### src/design/cra_pkg.sv
// Shared constants, types and helpers for the compacting region allocator.
`timescale 1ns / 1ps

package cra_pkg;

  localparam int unsigned STORE_CAPACITY = 1024;
  localparam int unsigned OWNER_SLOTS    = 32;

  // Fixed field widths of the request and result transfers
  localparam int unsigned REQ_TYPE_W  = 1;
  localparam int unsigned OWNER_W     = 5;
  localparam int unsigned LENGTH_W    = 11;
  localparam int unsigned KIND_W      = 2;
  localparam int unsigned COPY_ADDR_W = 10;
  localparam int unsigned COPY_LEN_W  = 11;
  localparam int unsigned GRANT_W     = 11;

  // Derived widths
  localparam int unsigned SLOT_W = $clog2(OWNER_SLOTS);
  localparam int unsigned POS_W  = $clog2(STORE_CAPACITY + 1);
  localparam int unsigned SUM_W  = ((POS_W > LENGTH_W) ? POS_W : LENGTH_W) + 1;

  localparam logic [REQ_TYPE_W-1:0] REQ_ALLOC   = 1'b0;
  localparam logic [REQ_TYPE_W-1:0] REQ_RELEASE = 1'b1;

  typedef enum logic [KIND_W-1:0] {
    KIND_COPY    = 2'd0,
    KIND_GRANT   = 2'd1,
    KIND_REFUSE  = 2'd2,
    KIND_RELEASE = 2'd3
  } kind_e;

  typedef logic [SLOT_W-1:0] slot_t;
  typedef logic [POS_W-1:0]  pos_t;

  typedef struct packed {
    kind_e                  kind;
    logic [COPY_ADDR_W-1:0] copy_source;
    logic [COPY_ADDR_W-1:0] copy_dest;
    logic [COPY_LEN_W-1:0]  copy_length;
    logic [GRANT_W-1:0]     granted_start;
    logic                   last;
  } res_t;

  // Region table write port
  typedef struct packed {
    logic  en;
    slot_t idx;
    pos_t  start;
    pos_t  len;
  } tbl_wr_t;

  // Min-search unit controls
  typedef struct packed {
    logic clr_done;
    logic clr_best;
    logic step;
    logic mark;
  } scan_ctl_t;

  // Current lowest-start candidate
  typedef struct packed {
    logic  found;
    slot_t idx;
    pos_t  start;
    pos_t  len;
  } best_t;

  function automatic res_t make_res(kind_e kind, pos_t src, pos_t dst, pos_t len,
                                    pos_t granted, logic last);
    res_t r;
    r.kind          = kind;
    r.copy_source   = COPY_ADDR_W'(src);
    r.copy_dest     = COPY_ADDR_W'(dst);
    r.copy_length   = COPY_LEN_W'(len);
    r.granted_start = GRANT_W'(granted);
    r.last          = last;
    return r;
  endfunction

endpackage

### src/design/cra_req_if.sv
// Request channel interface: valid/ready plus request payload.
`timescale 1ns / 1ps

interface cra_req_if import cra_pkg::*; ();
  logic                  valid;
  logic                  ready;
  logic [REQ_TYPE_W-1:0] req_type;
  logic [OWNER_W-1:0]    owner;
  logic [LENGTH_W-1:0]   length;

  modport source (output valid, req_type, owner, length, input ready);
  modport sink   (input valid, req_type, owner, length, output ready);
endinterface

### src/design/cra_res_if.sv
// Result channel interface: valid/ready plus result payload.
`timescale 1ns / 1ps

interface cra_res_if import cra_pkg::*; ();
  logic                   valid;
  logic                   ready;
  logic [KIND_W-1:0]      kind;
  logic [COPY_ADDR_W-1:0] copy_source;
  logic [COPY_ADDR_W-1:0] copy_dest;
  logic [COPY_LEN_W-1:0]  copy_length;
  logic [GRANT_W-1:0]     granted_start;
  logic                   last;

  modport source (output valid, kind, copy_source, copy_dest, copy_length,
                  granted_start, last, input ready);
  modport sink   (input valid, kind, copy_source, copy_dest, copy_length,
                  granted_start, last, output ready);
endinterface

### src/design/cra_table.sv
// Per-owner region table: start and length registers, one read and one write port.
`timescale 1ns / 1ps

module cra_table import cra_pkg::*; (
  input  logic    clk_i,
  input  logic    rst_ni,
  input  slot_t   rd_idx_i,
  output pos_t    rd_start_o,
  output pos_t    rd_len_o,
  input  tbl_wr_t wr_i
);

  pos_t start_q [OWNER_SLOTS];
  pos_t len_q   [OWNER_SLOTS];

  always_ff @(posedge clk_i or negedge rst_ni) begin
    if (!rst_ni) begin
      for (int i = 0; i < OWNER_SLOTS; i++) begin
        start_q[i] <= '0;
        len_q[i]   <= '0;
      end
    end else if (wr_i.en) begin
      start_q[wr_i.idx] <= wr_i.start;
      len_q[wr_i.idx]   <= wr_i.len;
    end
  end

  assign rd_start_o = start_q[rd_idx_i];
  assign rd_len_o   = len_q[rd_idx_i];

endmodule

### src/design/cra_scan.sv
// Shared min-search unit: one start compare per cycle, placed-owner flags.
`timescale 1ns / 1ps

module cra_scan import cra_pkg::*; (
  input  logic      clk_i,
  input  logic      rst_ni,
  input  scan_ctl_t ctl_i,
  input  slot_t     idx_i,
  input  pos_t      start_i,
  input  pos_t      len_i,
  output best_t     best_o
);

  logic [OWNER_SLOTS-1:0] done_q, done_d;
  best_t                  best_q, best_d;
  logic                   take;

  // Candidate: live, not yet placed, lower start (strict, so ties keep lower slot)
  assign take = (len_i != '0) && !done_q[idx_i] && (!best_q.found || (start_i < best_q.start));

  always_comb begin
    done_d = done_q;
    best_d = best_q;
    if (ctl_i.clr_done) begin
      done_d = '0;
    end
    if (ctl_i.mark) begin
      done_d[best_q.idx] = 1'b1;
    end
    if (ctl_i.clr_best) begin
      best_d.found = 1'b0;
    end
    if (ctl_i.step && take) begin
      best_d.found = 1'b1;
      best_d.idx   = idx_i;
      best_d.start = start_i;
      best_d.len   = len_i;
    end
  end

  always_ff @(posedge clk_i or negedge rst_ni) begin
    if (!rst_ni) begin
      done_q <= '0;
      best_q <= '0;
    end else begin
      done_q <= done_d;
      best_q <= best_d;
    end
  end

  assign best_o = best_q;

endmodule

### src/design/cra_out_reg.sv
// Result output register: holds one result while the receiver stalls.
`timescale 1ns / 1ps

module cra_out_reg import cra_pkg::*; (
  input  logic   clk_i,
  input  logic   rst_ni,
  input  logic   push_i,
  input  res_t   res_i,
  output logic   free_o,
  cra_res_if.source res_o
);

  logic valid_q;
  res_t res_q;

  assign free_o = !valid_q || res_o.ready;

  always_ff @(posedge clk_i or negedge rst_ni) begin
    if (!rst_ni) begin
      valid_q <= 1'b0;
    end else if (push_i) begin
      valid_q <= 1'b1;
    end else if (res_o.ready) begin
      valid_q <= 1'b0;
    end
  end

  always_ff @(posedge clk_i) begin
    if (push_i) begin
      res_q <= res_i;
    end
  end

  assign res_o.valid         = valid_q;
  assign res_o.kind          = res_q.kind;
  assign res_o.copy_source   = res_q.copy_source;
  assign res_o.copy_dest     = res_q.copy_dest;
  assign res_o.copy_length   = res_q.copy_length;
  assign res_o.granted_start = res_q.granted_start;
  assign res_o.last          = res_q.last;

endmodule

### src/design/compacting_region_allocator.sv
// Top level: bump allocator with sliding compaction under a small sequencer.
`timescale 1ns / 1ps

// Usage
//   req_i  : one transfer per request (allocate or release for an owner slot).
//   res_o  : one or more result transfers per request; the final one has last set.
//            Copy commands from a compaction come first, then grant/refuse.
// Sequence (states in order)
//   release                 : IDLE, where the slot's table entry clears, then EMIT.
//   allocate, fits          : IDLE, CHECK, then EMIT with the grant.
//   allocate, needs compact : CHECK, a SCAN and PLACE pass per held region and
//                             a closing pass, an EMIT after each PLACE that
//                             moves a region, then CHECK again. Each pass
//                             walks every slot through one shared start
//                             comparator to find the next-lowest region.
//   req_i.ready is high only while the sequencer is idle.
// Reset: all regions and the bump pointer clear at once (asynchronous, active low).
// Stall: one result waits in the output register; the sequencer waits with the
//   next result until that register frees, so nothing is dropped.
module compacting_region_allocator import cra_pkg::*; (
  input  logic clk_i,
  input  logic rst_ni,
  cra_req_if.sink   req_i,
  cra_res_if.source res_o
);

  localparam logic [2:0] S_IDLE  = 3'd0;
  localparam logic [2:0] S_CHECK = 3'd1;
  localparam logic [2:0] S_SCAN  = 3'd2;
  localparam logic [2:0] S_PLACE = 3'd3;
  localparam logic [2:0] S_EMIT  = 3'd4;

  logic [2:0]          state_q, state_d;
  logic [OWNER_W-1:0]  owner_q, owner_d;
  logic [LENGTH_W-1:0] len_q, len_d;
  pos_t                bump_q, bump_d;
  pos_t                cursor_q, cursor_d;
  slot_t               idx_q, idx_d;
  logic                compacted_q, compacted_d;
  res_t                pend_q, pend_d;

  tbl_wr_t   tbl_wr;
  pos_t      rd_start, rd_len;
  scan_ctl_t scan_ctl;
  best_t     best;
  logic      out_free, push;
  logic      req_fire;
  logic      owner_ok;
  logic      fits;
  pos_t      next_cursor;

  cra_table u_table (
    .clk_i     (clk_i),
    .rst_ni    (rst_ni),
    .rd_idx_i  (idx_q),
    .rd_start_o(rd_start),
    .rd_len_o  (rd_len),
    .wr_i      (tbl_wr)
  );

  cra_scan u_scan (
    .clk_i  (clk_i),
    .rst_ni (rst_ni),
    .ctl_i  (scan_ctl),
    .idx_i  (idx_q),
    .start_i(rd_start),
    .len_i  (rd_len),
    .best_o (best)
  );

  cra_out_reg u_out (
    .clk_i (clk_i),
    .rst_ni(rst_ni),
    .push_i(push),
    .res_i (pend_q),
    .free_o(out_free),
    .res_o (res_o)
  );

  assign req_i.ready = (state_q == S_IDLE);
  assign req_fire    = req_i.valid && req_i.ready;

  assign owner_ok    = 32'(owner_q) < OWNER_SLOTS;
  assign fits        = (SUM_W'(bump_q) + SUM_W'(len_q)) <= SUM_W'(STORE_CAPACITY);
  assign next_cursor = cursor_q + best.len;

  always_comb begin
    state_d     = state_q;
    owner_d     = owner_q;
    len_d       = len_q;
    bump_d      = bump_q;
    cursor_d    = cursor_q;
    idx_d       = idx_q;
    compacted_d = compacted_q;
    pend_d      = pend_q;
    tbl_wr      = '0;
    scan_ctl    = '0;
    push        = 1'b0;

    unique case (state_q)
      S_IDLE: begin
        if (req_fire) begin
          if (req_i.req_type == REQ_RELEASE) begin
            // Out-of-range slot answers release done with no change
            tbl_wr.en    = 32'(req_i.owner) < OWNER_SLOTS;
            tbl_wr.idx   = SLOT_W'(req_i.owner);
            pend_d       = make_res(KIND_RELEASE, '0, '0, '0, '0, 1'b1);
            state_d      = S_EMIT;
          end else begin
            owner_d     = req_i.owner;
            len_d       = req_i.length;
            compacted_d = 1'b0;
            state_d     = S_CHECK;
          end
        end
      end

      S_CHECK: begin
        if (!owner_ok) begin
          pend_d  = make_res(KIND_REFUSE, '0, '0, '0, '0, 1'b1);
          state_d = S_EMIT;
        end else if (fits) begin
          tbl_wr.en    = 1'b1;
          tbl_wr.idx   = SLOT_W'(owner_q);
          tbl_wr.start = bump_q;
          tbl_wr.len   = POS_W'(len_q);
          pend_d       = make_res(KIND_GRANT, '0, '0, '0, bump_q, 1'b1);
          bump_d       = bump_q + POS_W'(len_q);
          state_d      = S_EMIT;
        end else if (!compacted_q) begin
          // Start compaction: fresh placed flags, cursor at the store base
          compacted_d       = 1'b1;
          cursor_d          = '0;
          idx_d             = '0;
          scan_ctl.clr_done = 1'b1;
          scan_ctl.clr_best = 1'b1;
          state_d           = S_SCAN;
        end else begin
          pend_d  = make_res(KIND_REFUSE, '0, '0, '0, '0, 1'b1);
          state_d = S_EMIT;
        end
      end

      S_SCAN: begin
        // One slot per cycle through the shared comparator
        scan_ctl.step = 1'b1;
        if (idx_q == SLOT_W'(OWNER_SLOTS - 1)) begin
          state_d = S_PLACE;
        end else begin
          idx_d = idx_q + 1'b1;
        end
      end

      S_PLACE: begin
        idx_d = '0;
        if (!best.found) begin
          // Every live region placed; free space begins at the cursor
          bump_d  = cursor_q;
          state_d = S_CHECK;
        end else begin
          scan_ctl.mark     = 1'b1;
          scan_ctl.clr_best = 1'b1;
          cursor_d          = next_cursor;
          if (best.start != cursor_q) begin
            tbl_wr.en    = 1'b1;
            tbl_wr.idx   = best.idx;
            tbl_wr.start = cursor_q;
            tbl_wr.len   = best.len;
            pend_d       = make_res(KIND_COPY, best.start, cursor_q, best.len, '0, 1'b0);
            state_d      = S_EMIT;
          end else begin
            state_d = S_SCAN;
          end
        end
      end

      S_EMIT: begin
        if (out_free) begin
          push    = 1'b1;
          state_d = pend_q.last ? S_IDLE : S_SCAN;
        end
      end

      default: begin
        state_d = S_IDLE;
      end
    endcase
  end

  always_ff @(posedge clk_i or negedge rst_ni) begin
    if (!rst_ni) begin
      state_q     <= S_IDLE;
      bump_q      <= '0;
      cursor_q    <= '0;
      idx_q       <= '0;
      compacted_q <= 1'b0;
    end else begin
      state_q     <= state_d;
      bump_q      <= bump_d;
      cursor_q    <= cursor_d;
      idx_q       <= idx_d;
      compacted_q <= compacted_d;
    end
  end

  always_ff @(posedge clk_i) begin
    owner_q <= owner_d;
    len_q   <= len_d;
    pend_q  <= pend_d;
  end

endmodule

### src/flat_wrapper.sv
// flat-port wrapper written by rule: the top's interface ports become plain ports
module compacting_region_allocator_flat import cra_pkg::*;
  (clk_i, rst_ni, req_i_valid, req_i_req_type, req_i_owner, req_i_length, req_i_ready, res_o_valid, res_o_kind, res_o_copy_source, res_o_copy_dest, res_o_copy_length, res_o_granted_start, res_o_last, res_o_ready);
  cra_req_if req_i_i ();
  cra_res_if res_o_i ();
  input  logic clk_i;
  input  logic rst_ni;
  input wire logic [$bits(req_i_i.valid)-1:0] req_i_valid;
  input wire logic [$bits(req_i_i.req_type)-1:0] req_i_req_type;
  input wire logic [$bits(req_i_i.owner)-1:0] req_i_owner;
  input wire logic [$bits(req_i_i.length)-1:0] req_i_length;
  output wire logic [$bits(req_i_i.ready)-1:0] req_i_ready;
  output wire logic [$bits(res_o_i.valid)-1:0] res_o_valid;
  output wire logic [$bits(res_o_i.kind)-1:0] res_o_kind;
  output wire logic [$bits(res_o_i.copy_source)-1:0] res_o_copy_source;
  output wire logic [$bits(res_o_i.copy_dest)-1:0] res_o_copy_dest;
  output wire logic [$bits(res_o_i.copy_length)-1:0] res_o_copy_length;
  output wire logic [$bits(res_o_i.granted_start)-1:0] res_o_granted_start;
  output wire logic [$bits(res_o_i.last)-1:0] res_o_last;
  input wire logic [$bits(res_o_i.ready)-1:0] res_o_ready;
  assign req_i_i.valid = req_i_valid;
  assign req_i_i.req_type = req_i_req_type;
  assign req_i_i.owner = req_i_owner;
  assign req_i_i.length = req_i_length;
  assign req_i_ready = req_i_i.ready;
  assign res_o_valid = res_o_i.valid;
  assign res_o_kind = res_o_i.kind;
  assign res_o_copy_source = res_o_i.copy_source;
  assign res_o_copy_dest = res_o_i.copy_dest;
  assign res_o_copy_length = res_o_i.copy_length;
  assign res_o_granted_start = res_o_i.granted_start;
  assign res_o_last = res_o_i.last;
  assign res_o_i.ready = res_o_ready;
  compacting_region_allocator u_core (.clk_i(clk_i), .rst_ni(rst_ni), .req_i(req_i_i), .res_o(res_o_i));
endmodule
### config.mk
export PLATFORM = sky130hd
export DESIGN_NAME = compacting_region_allocator_flat
export DESIGN_NICKNAME = d
export VERILOG_FILES = /design/src/design/cra_pkg.sv /design/src/design/cra_req_if.sv /design/src/design/cra_res_if.sv /design/src/design/cra_table.sv /design/src/design/cra_scan.sv /design/src/design/cra_out_reg.sv /design/src/design/compacting_region_allocator.sv /design/src/flat_wrapper.sv
export SDC_FILE = /design/constraint.sdc
export NUM_CORES = 1
export LEC_CHECK = 0
export BUFFER_PORTS_ARGS = -buffer_cell sky130_fd_sc_hd__buf_2
export CAP_MARGIN = 40
export CORE_MARGIN = 2
export CORE_UTILIZATION = 60
export CTS_BUF_LIST = sky130_fd_sc_hd__clkbuf_8 sky130_fd_sc_hd__clkbuf_16
export DETAILED_ROUTE_END_ITERATION = 8
export HOLD_SLACK_MARGIN = 0.1
export PLACE_DENSITY = 0.77
export SETUP_SLACK_MARGIN = 0.2
export SLEW_MARGIN = 20
export SYNTH_ARGS = -nofsm -noshare
export SYNTH_HDL_FRONTEND = slang
export SYNTH_SLANG_ARGS = --single-unit
### constraint.sdc
create_clock -name clk_i -period 15 [get_ports clk_i]
set_input_delay 0.75 -clock clk_i [delete_from_list [all_inputs] [get_ports clk_i]]
set_output_delay 0.75 -clock clk_i [all_outputs]
set_load 0.01 [all_outputs]
==> metrics.md <==
| Metric | Value |
|---|---|
| Final core utilization | 0.674 |
| TritonRoute pass-1 iters | 5 |
| Headroom to the max-slew limit | 0.311 |
| Die H | 266 um |
| Fin nets | 2,798 |
| Initial antenna violation count | 3 |
| Status | complete, no violations |
| Post-CTS sizing | 0 |
| Total Routing Usage GR | 0.302 |
| CTS tree | built |
| Synth top area share | 0.483 |
| Hold crit path type | in2async |
| CTS Buf Count | 89 |
| Critical path data arrival time | 6.04 ns |
| Setup bufs post-CTS | 0 |
| Core Rows | 96 |
| Core box area | 68,300 um2 |
| Max clock buf depth | 3 |
| Drt wl/cell | 28.2 um |
| Vias/cell | 6.65 |
| Detail Route Antenna Nets | 0 |
| Post-synth ARST share | 0.882 |
| IO Count | 68 |
| #FFs+latches synth | 902 |
| Synthesized area | 41,200 um2 |
| Register Area | 23,100 um2 |
| Largest net degree at the start of global routing | 190 |
| DP Wirelength | 63,700 um |
| Synth Flop Type | dfrtp_1 |
| Layout cell share with drive strength beyond 1 | 0.404 |
| Number of global-route vias before repair | 25,800 |
| PwrDens | 147 nW/um2 |
| Slew Viols, Final | 0 |
| Clock transition at path regs | 0.06 ns |
| Synth warn | 0 |
| Worst slew pin tran | 1.03 ns |
| Post-synthesis area per instance | 15.1 um2 |
| Synth cell types | 77 |
| CP required | 15.51 ns |
| Post-synth EDFFs | 106 |
| Clk Latency, worst-skew pair | 0.65 ns |
| Layout Cells excl Fill | 3,699 |
| Highest clock rate | 181 MHz |
| Global-route wire length before repair | 160,000 um |
| Min cycle time layout | 5.53 ns |
| Drt drc | 0 |
| Worst vdd ir | 150 uV |
| Endpoints failing setup | 0 |
| Unrepaired setup endpoints after global routing | false |
| Crit path capture type | register |
| Drt total wl | 104,000 um |
| Final Skew | 0.0199 ns |
| Final Hold Violating Endpoints | 0 |
| CTS Hold Buffers Added | 0 |
| DR vias | 24,600 |
| P&R area growth vs syn | 11.7% |
| Root Driver | clkbuf_16 |
| Initial Utilization | 0.603 |
| Synth area leader | dfrtp_1 |
| Crit share post-route | 0.368 |
| Clk sink count | 902 |
| Startpoint types | register |
| Syn Nets | 2,789 |
| Initial DRC count | 2,609 |
| Die Width | 266 um |
| Die ar. | 70,800 um2 |
| LEAKAGE | 21.9 nW |
| H-tree Lvls | 3 |
| Area of the multi-input gates | 17,100 um2 |
| I/O Buffers | 67 |
| GP Congestion | 0.879 |
| Fin Setup TNS | 0 ns |
| # placed instances | 3,524 |
| Fillers | 4,455 |
| Overflow left after global routing | 0 |
| Worst-path fanout max | 18 |
| Mapped Cells | 2,733 |
| Seq/Total Area, Yosys | 0.561 |
| CP Class | reg2reg |
| Synth top area cells | dfrtp_1 48%, mux2_2 16%, mux4_2 11% |
| Number of max-cap violations | 0 |
==> power by group <==
part | leakage, nW | switching, mW | internal [mW]
registers | 12.0 | 0.190 | 2.70
clock network | 1.65 | 0.959 | 1.44
logic | 8.17 | 0.889 | 0.589
==> cell type report <==
type | count | area share
timing repair buffer | 152 | 0.0312
clock inverter | 51 | 0.0130
inverter | 23 | 0.00187
tap | 882 | 0.0240
clock buffer | 113 | 0.0560
multi-input combinational | 1574 | 0.372
antenna | 2 | 0.000109
sequential | 902 | 0.502
==> critical path: stages (launching register included) <==
cell and delay (ns):
edfxtp_1 0.44, ha_1 0.26, fa_1 0.43, a21o_1 0.21, a221o_1 0.37, xor2_1 0.18, nor4_2 0.26, a41oi_2 0.31
nor3_4 0.78, o221ai_2 0.52, nor3_4 0.81, buf_4 0.40, mux2_2 0.38
==> path summary, 6_finish.rpt <==
| kind | start | endpoint | slack, ns | depth (start not counted) |
|---|---|---|---|---|
| min | rst_ni | u_core.u_table.start_q[313] | 0.13 | 1 |
| max in group asynchronous | rst_ni | u_core.u_table.len_q[139] | 12.51 | 4 |
| min in group clk_i | req_i_length[7] | u_core.len_q[7] | 0.28 | 1 |
| max | u_core.len_q[0] | u_core.u_table.len_q[38] | 9.47 | 12 |
| max reg2reg | u_core.len_q[0] | u_core.u_table.len_q[38] | 9.47 | 12 |
| min reg2reg | u_core.pend_q[42] | u_core.u_out.res_o.copy_source[9] | 0.42 | 0 |
==> metal layers <==
layer / GRT usage / part of all wire / up-vias
met5: 0 / 0.00025 / -
met4: 0.108 / 0.034 / 4
met3: 0.0527 / 0.072 / 209
met2: 0.487 / 0.49 / 1008
met1: 0.420 / 0.41 / 13200
li1: - / - / 10200
==> Yosys cell counts (all sizes together) (29+ instances only) <==
cell type and n:
a21oi 47, a22o 34, and2 29, buf 107
clkbuf 127, dfrtp 796, edfxtp 106, ha 33
mux2 708, mux2i 45, mux4 205, nand2 94
nor2 74, o21ai 58
==> layout by cell type (no fill, tap or decap), types with 7 or more instances in the layout <==
master / netlist / routed
dfrtp_1: 796 / 793
nor2_2: 0 / 7
buf_8: 0 / 20
a21o_1: 21 / 21
nand3_1: 14 / 14
xor2_1: 19 / 19
o21ai_0: 55 / 55
clkbuf_8: 0 / 22
a21oi_1: 47 / 47
bufinv_16: 0 / 13
clkinv_2: 0 / 13
buf_12: 0 / 8
nand2_1: 94 / 94
mux2_4: 15 / 15
nand2b_1: 8 / 8
ha_1: 33 / 33
and3_1: 18 / 18
buf_16: 0 / 10
mux2i_1: 45 / 45
o22ai_1: 7 / 7
a22o_1: 34 / 34
or3_1: 15 / 14
nor3_1: 20 / 13
nor2_1: 74 / 66
nor3_4: 1 / 8
a31oi_1: 8 / 8
mux2_2: 576 / 576
mux4_2: 205 / 205
buf_4: 12 / 45
inv_1: 20 / 39
and2_1: 29 / 29
mux2_1: 117 / 117
clkbuf_16: 0 / 91
edfxtp_1: 106 / 106
buf_2: 78 / 66
==> logic make-up (layout without fill, tap and decap cells) <==
family | count (synthesis) | after routing | synth area share
AO/OA/AOI/OAI | 238 | 238 | 0.0398
XOR/XNOR | 25 | 25 | 0.00531
adder cells (fa/ha/maj) | 35 | 35 | 0.0110
buffers and inverters | 257 | 339 | 0.0272
flip-flops | 902 | 902 | 0.561
multiplexers | 958 | 958 | 0.318
other | 0 | 2 | 0
AND/OR/NAND/NOR | 318 | 318 | 0.0384
==> flip-flops by register name, indices dropped and copies added (netlist names), 2 cells and up <==
signal / count
u_core.idx_q: 5
u_core.u_table.len_q: 352
u_core.u_out.res_o.copy_length: 11
u_core.len_q: 11
u_core.bump_q: 11
u_core.cursor_q: 11
u_core.u_out.res_o.copy_dest: 10
u_core.u_scan.best_o: 28
u_core.u_scan.done_q: 32
u_core.u_table.start_q: 352
u_core.state_q: 3
u_core.u_out.res_o.copy_source: 10
u_core.pend_q: 45
u_core.owner_q: 5
u_core.u_out.res_o.kind: 2
u_core.u_out.res_o.granted_start: 11
==> stage by stage <==
| stage | area (um2) | power [mW] | hold slack (ns) | setup slack (ns) |
|---|---|---|---|---|
| 2_1_floorplan | 41200 | 3.89 | 0.400 | 7.55 |
| 3_3_place_gp | 42200 | 4.31 | 0.401 | 9.20 |
| 3_5_place_dp | 42700 | 4.39 | 0.405 | 9.57 |
| 4_1_cts | 45900 | 6.78 | 0.147 | 9.56 |
| 5_1_grt | 46000 | 7.03 | 0.187 | 9.27 |
| 6_report | 46100 | 6.76 | 0.127 | 9.47 |
Power figures use the tool's default switching activity.
